<file path="src/hw/rtl/rbl_pkg.sv">
package rbl_pkg;

  // Default widths
  localparam int LEN_BITS_DEF  = 24;
  localparam int FRAC_BITS_DEF = 24;

  // Fixed datapath widths
  localparam int CFG_W  = 32;
  localparam int LOG_W  = 40;
  localparam int MAG_W  = LOG_W + 1;
  localparam int PROD_W = MAG_W + 32;

  // ln(2) in Q0.32
  localparam logic [31:0] LN2_Q32 = 32'd2977044472;

  localparam logic signed [LOG_W-1:0] LOG_MAX = {1'b0, {(LOG_W-1){1'b1}}};
  localparam logic signed [LOG_W-1:0] LOG_MIN = {1'b1, {(LOG_W-1){1'b0}}};

  localparam logic signed [63:0] SUM_MAX = {1'b0, {63{1'b1}}};
  localparam logic signed [63:0] SUM_MIN = {1'b1, {63{1'b0}}};

  // Register reset values
  localparam logic [CFG_W-1:0] INV_SCALE_RST   = 32'd16777216;
  localparam logic [CFG_W-1:0] EDGE_MARGIN_RST = 32'd8090;

  // Register indexes
  typedef logic [0:0] cfg_idx_t;
  localparam cfg_idx_t CFG_INV_SCALE   = 1'b0;
  localparam cfg_idx_t CFG_EDGE_MARGIN = 1'b1;

  typedef struct packed {
    logic [23:0] read_pos;
    logic [23:0] gene_len;
    logic [31:0] inv_freq;
    logic        last_read;
  } in_item_t;

  typedef struct packed {
    logic signed [63:0] neg2_loglik;
    logic               zero_density;
    logic               run_last;
  } out_item_t;

  // Controller to datapath
  typedef struct packed {
    logic load_item;
    logic set_zero;
    logic load_base;
    logic ln_start;
    logic ln_norm;
    logic ln_write;
    logic ln_min;
    logic mul_ln2;
    logic term_start;
    logic accumulate;
    logic emit;
  } ctl_cmd_t;

  // Datapath to controller
  typedef struct packed {
    logic zero_seen;
    logic dens_zero;
    logic len_changed;
    logic cache_hit;
    logic last;
    logic log_done;
    logic log_zero;
    logic mul_done;
    logic out_busy;
  } dp_status_t;

endpackage

</file>
<file path="src/hw/rtl/rbl_ctrl.sv">
module rbl_ctrl import rbl_pkg::*; (
  input  logic       clk,
  input  logic       rst,
  input  logic       in_valid,
  output logic       in_stall,
  input  dp_status_t status,
  output ctl_cmd_t   cmd
);

  typedef enum logic [7:0] {
    S_IDLE     = 8'b0000_0001,
    S_CHECK    = 8'b0000_0010,
    S_NORM_MUL = 8'b0000_0100,
    S_LN_LOG   = 8'b0000_1000,
    S_LN_MUL   = 8'b0001_0000,
    S_DENS     = 8'b0010_0000,
    S_TERM     = 8'b0100_0000,
    S_FIN      = 8'b1000_0000
  } ctl_state_t;

  ctl_state_t state, state_next;
  logic       ln_norm, ln_norm_next;

  assign in_stall = (state != S_IDLE);

  always_comb begin
    state_next   = state;
    ln_norm_next = ln_norm;
    cmd          = '0;
    unique case (state)
      S_IDLE: begin
        if (in_valid) begin
          cmd.load_item = 1'b1;
          state_next    = S_CHECK;
        end
      end
      // skip after a zero density; recompute the norm on a new gene
      S_CHECK: begin
        if (status.zero_seen) begin
          state_next = S_FIN;
        end else if (status.dens_zero) begin
          cmd.set_zero = 1'b1;
          state_next   = S_FIN;
        end else if (status.len_changed) begin
          cmd.load_base = 1'b1;
          state_next    = S_NORM_MUL;
        end else begin
          state_next = S_DENS;
        end
      end
      S_NORM_MUL: begin
        cmd.ln_start = 1'b1;
        cmd.ln_norm  = 1'b1;
        ln_norm_next = 1'b1;
        state_next   = S_LN_LOG;
      end
      S_LN_LOG: begin
        cmd.ln_norm = ln_norm;
        if (status.log_done) begin
          if (status.log_zero) begin
            cmd.ln_write = 1'b1;
            cmd.ln_min   = 1'b1;
            state_next   = S_DENS;
          end else begin
            cmd.mul_ln2 = 1'b1;
            state_next  = S_LN_MUL;
          end
        end
      end
      S_LN_MUL: begin
        cmd.ln_norm = ln_norm;
        if (status.mul_done) begin
          cmd.ln_write = 1'b1;
          state_next   = S_DENS;
        end
      end
      // density log from the cache, filled on a miss
      S_DENS: begin
        if (status.cache_hit) begin
          cmd.term_start = 1'b1;
          state_next     = S_TERM;
        end else begin
          cmd.ln_start = 1'b1;
          ln_norm_next = 1'b0;
          state_next   = S_LN_LOG;
        end
      end
      S_TERM: begin
        if (status.mul_done) begin
          cmd.accumulate = 1'b1;
          state_next     = S_FIN;
        end
      end
      // last read: wait for the output register to free up
      S_FIN: begin
        if (!status.last) begin
          state_next = S_IDLE;
        end else if (!status.out_busy) begin
          cmd.emit   = 1'b1;
          state_next = S_IDLE;
        end
      end
      default: state_next = S_IDLE;
    endcase
  end

  always_ff @(posedge clk) begin
    if (rst) begin
      state   <= S_IDLE;
      ln_norm <= 1'b0;
    end else begin
      state   <= state_next;
      ln_norm <= ln_norm_next;
    end
  end

endmodule

</file>
<file path="config.mk">
export PLATFORM = sky130hd
export DESIGN_NAME = rbl_ctrl
export DESIGN_NICKNAME = d
export VERILOG_FILES = /design/src/hw/rtl/rbl_pkg.sv /design/src/hw/rtl/rbl_ctrl.sv
export SDC_FILE = /design/constraint.sdc
export NUM_CORES = 1
export LEC_CHECK = 0
export BUFFER_PORTS_ARGS = -buffer_cell sky130_fd_sc_hd__buf_2
export CORE_UTILIZATION = 48
export DETAILED_ROUTE_END_ITERATION = 10
export GPL_TIMING_DRIVEN = 0
export HOLD_SLACK_MARGIN = 0.03
export PLACE_DENSITY = 0.77
export SLEW_MARGIN = 20
export SYNTH_ARGS = -nofsm -noshare
export SYNTH_HDL_FRONTEND = slang
export SYNTH_SLANG_ARGS = --single-unit
</file>
<file path="constraint.sdc">
create_clock -name clk -period 1.95 [get_ports clk]
set_clock_uncertainty 0.1 [all_clocks]
set_input_delay 0.585 -clock clk [delete_from_list [all_inputs] [get_ports clk]]
set_output_delay 0.585 -clock clk [all_outputs]
set_load 0.05 [all_outputs]
</file>
# [Yosys cells after proc, flatten, opt, wreduce, memory -nomap -nowiden]
# Index checks and enable logic that the tools add are counted.
[op_classes] n_eq_ne=15 n_mux=36 reduce_logical=4
[ops] operator="two-way mux 8 bit" count=8
[ops] operator="case mux 8 bit (8 select lines)" count=1
[ops] operator="two-way mux 1 bit" count=15
[ops] operator="two-way mux 6 bit" count=2
[ops] operator="!= test 2 bit (second input constant)" count=5
[ops] operator="equality test 8 x 1 -> 1 bit (second input constant)" count=1
[ops] operator="equality test 8 x 2 -> 1 bit (second input constant)" count=1
[ops] operator="equality test 8 x 3 -> 1 bit (second input constant)" count=1
[ops] operator="equality test 8 x 4 -> 1 bit (second input constant)" count=1
[ops] operator="equality test 8 x 5 -> 1 bit (second input constant)" count=1
[ops] operator="equality test 8 x 6 -> 1 bit (second input constant)" count=1
[ops] operator="equality test 8 x 7 -> 1 bit (second input constant)" count=1
[ops] operator="equality test 8 bit (second input constant)" count=1
[ops] operator="two-way mux 2 bit" count=4
[ops] operator="!= test 8 x 1 -> 1 bit (second input constant)" count=1
[ops] operator="case mux 1 bit (2 select lines)" count=4
[ops] operator="two-way mux 7 bit" count=1
[ops] operator="AND reduction 5 bit" count=1
[ops] operator="two-way mux 3 bit" count=1
[ops] operator="!= test 3 bit (second input constant)" count=1
[ops] operator="AND reduction 2 bit" count=1
[ops] operator="nonzero test 2 bit" count=1
[ops] operator="OR reduction 2 bit" count=1
[word_totals] ff_bits=9 input_bits=12 out_inout_bits=12 word_cells=57

# [Longest topological paths before layout]
[logic_depth] depth_word=4 mapped_depth=6 ltp_nobuf=5

# [Worst setup path before layout]
# OpenSTA, ideal clock, no wires.
[synth_timing] path_kind="reg-to-output" startpoint="register state[2]" endpoint="output port cmd[0] (netlist bit)" t_arrival_ns=2.530 required_ns=1.265 slack_ns=-1.265 stages_incl_launch_ff=5 path_cell_list="dfxtp_1 buf_2 nor4_4 and2_1 nor4b_1"
[synth_rtl] item="start: declaration" line="rbl_ctrl.sv:21" source="ctl_state_t state, state_next;"
[synth_rtl] item="start signal: assignment" line="rbl_ctrl.sv:112" source="state <= state_next;"
[synth_rtl] item="end: declaration" line="rbl_ctrl.sv:7" source="output ctl_cmd_t cmd"

==> impl_metrics.env <==
export IMPL_start_util_pct=52.5
export IMPL_diodes=0
export IMPL_finalHoldViolations=0
export IMPL_drive_gt1_share_pct=64.1
export IMPL_synth_cell_types=37
export IMPL_rsz0062_at_grt="yes"
export IMPL_htreeDepth=1
export IMPL_synth_top_cell_area_share_pct=25.7
export IMPL_layout_min_cycle_time_ns=2.52
export IMPL_grt_max_degree=11
export IMPL_clock_root_buffer="clkbuf_4"
export IMPL_grt_pass1_wl_um=3590
export IMPL_dpl_cell_count=127
export IMPL_status="finished, violations left"
export IMPL_ys_top_cells_by_count="nor2_1, nand2_1, dfxtp_1"
export IMPL_worstSetupEndpointType="output pin"
export IMPL_cts_inserted_buffers=3
export IMPL_final_nets=141
export IMPL_fmax_mhz=398
export IMPL_p_sw_share_pct=44.7
export IMPL_crit_fanout=7
export IMPL_ctsHoldBuffers=0
export IMPL_setup_worst_path_start_class="flop"
export IMPL_fin_ws_ns=-0.565
export IMPL_crit_arrival_ns=1.83
export IMPL_grtUsageTotal_pct=33.6
export IMPL_violations="negative setup slack"
export IMPL_timing_rr_end="state[4]$_SDFFE_PP0P_"
export IMPL_p_per_area_nw_per_um2=734
export IMPL_die_w_um=40.2
export IMPL_viasPerCell=7.03
export IMPL_clock_latency_ns=0.30
export IMPL_grt_pass1_vias=806
export IMPL_first_pass_iters=4
export IMPL_max_slew_margin_rel_pct=73.9
export IMPL_cts_num_sinks=9
export IMPL_vias=1006
export IMPL_async_flop_share_pct=0
export IMPL_post_drt_wl_per_cell_um=23.9
export IMPL_synth_cells=89
export IMPL_tightest_slew_ns=0.391
export IMPL_cap_violations=0
export IMPL_p_sw_w=0.000421
export IMPL_ys_seq_elements=9
export IMPL_ios=24
export IMPL_synth_edf_count=0
export IMPL_gp_congestion=0.767
export IMPL_ys_flop_type="dfxtp_1"
export IMPL_ant_nets=0
export IMPL_grt_ovfl_total=0
export IMPL_combPwrFrac_pct=56.5
export IMPL_port_buffer_count=23
export IMPL_min_to="ln_norm$_SDFFE_PP0P_"
export IMPL_ir_drop_uv=653
export IMPL_fin_crit_sh_pct=129
export IMPL_hold_path_class="flop to flop"
export IMPL_rows=13
export IMPL_wl_um=3420
export IMPL_antenna_found_initial=0
export IMPL_final_area_um2=1280
export IMPL_syn_num_nets=101
export IMPL_crit_required_ns=1.26
export IMPL_power_total_w=0.000940
export IMPL_synth_most_common_cell="nor2_1"
export IMPL_cts_tree="yes"
export IMPL_clkTransAtPathRegs_ns=0.09
export IMPL_drt_iter0_drc=56
export IMPL_power_frac_seq_pct=24.9
export IMPL_p_int_w=0.000520
export IMPL_utilization_pct=96.1
export IMPL_leakage_nw=0.513
export IMPL_setup_viol=18
export IMPL_dpl_instance_area_um2=925
export IMPL_yosysSeqAreaShare_pct=25.7
export IMPL_clock_path_buffers=2
export IMPL_slew_violations=0
export IMPL_synth_area_leaders="dfxtp_1, nor2_1, nor4_4, nand2_1, a21oi_1"
export IMPL_power_share_clock_pct=18.5
export IMPL_hp_start="ln_norm$_SDFFE_PP0P_"
export IMPL_instances_no_fill=143
export IMPL_syn_area_um2=701
export IMPL_whs_path_depth=2
export IMPL_syn_to_final_growth_pct=82.9
export IMPL_yosysTopAreaCell="dfxtp_1"
export IMPL_die_h_um=40.2
export IMPL_yosysWarnings=0
export IMPL_hpwlAfterDp_um=1380
export IMPL_regToRegSetupSlack_ns=-0.11
export IMPL_syn_area_per_cell_um2=7.87
export IMPL_core_area_um2=1330
export IMPL_crit_type="flop to output pin"
export IMPL_r2r_cells=8
export IMPL_dieArea_um2=1620
export IMPL_drc=0
export IMPL_timing_rr_start="state[2]$_SDFFE_PP0P_"
==> power by group through the flow <==
stage / Sequential (W) / Clock, W / Combinational [W]
floorplan: 0.000234 / 0 / 0.000261
global placement: 0.000239 / 0 / 0.000326
detailed placement: 0.000239 / 0 / 0.000326
CTS: 0.000228 / 0.000151 / 0.000450
global route: 0.000233 / 0.000182 / 0.000551
finish: 0.000235 / 0.000174 / 0.000531
==> placed cells by master (no fill, tap or decap), types with 4 or more instances in the layout <==
master   count
buf_2       11
buf_4        8
buf_6       10
buf_8        8
dfxtp_2      4
dfxtp_4      4
inv_1        6
nand2_1      8
nor2_1       7
nor2_4       4
==> layer usage <==
layer | vias to the layer above | global-route usage [%] | part of all wire [%]
li1 | 404 | - | -
met1 | 470 | 42.1 | 37
met2 | 108 | 57.3 | 45
met3 | 24 | 5.00 | 13
met4 | 0 | 13.3 | 5.0
met5 | - | 0 | 0
==> final cells by class <==
class / count / area (um2)
fill: 33 / 52.6
tap: 15 / 18.8
multi-input combinational: 72 / 666
timing repair buffer: 36 / 337
sequential: 9 / 200
clock buffer: 4 / 26.3
inverter: 6 / 22.5
buffer: 1 / 11.3
==> what timing repair did <==
action,CTS,global route
setup endpoints to repair,12,13
gates resized for setup,54,12
buffers inserted,11,2
pin swaps,12,7
==> sequential cells by signal (all words and copies together) (netlist names) <==
name,cells
ln_norm,1
state,8
==> worst max-delay path, stage by stage, from the launching register on <==
cell     delay, ns
dfxtp_4       0.37
buf_6         0.14
nor4b_2       0.40
nand2_1       0.18
inv_1         0.15
a21o_4        0.15
buf_8         0.13
==> metrics by stage <==
stage               setup WS, ns  setup TNS (ns)  hold slack [ns]
floorplan                 -0.260          -0.833            0.339
global placement          -0.297           -2.11            0.360
detailed placement        -0.307           -2.29            0.380
CTS                       -0.384           -3.51            0.390
global route              -0.651           -5.62            0.424
finish                    -0.565           -5.13            0.417
==> how the worst max path moves through the flow <==
stage          cells past startpoint     end  slack (ns)                  start
6_report                           6  cmd[5]       -0.57  state[2]$_SDFFE_PP0P_
3_5_place_dp                       4  cmd[8]       -0.31  state[4]$_SDFFE_PP0P_
5_1_grt                            6  cmd[5]       -0.65  state[2]$_SDFFE_PP0P_
4_1_cts                            4  cmd[9]       -0.38  state[2]$_SDFFE_PP0P_
3_3_place_gp                       4  cmd[8]       -0.30  state[4]$_SDFFE_PP0P_
2_1_floorplan                      3  cmd[0]       -0.26  state[4]$_SDFFE_PP0P_
==> cells by family after synthesis <==
group | synth area share (%)
XOR/XNOR | 1.25
flip-flops | 25.7
buffers and inverters | 4.64
AND/OR/NAND/NOR | 48.2
AO/OA/AOI/OAI | 20.2
(Power assumes the default switching activity.)
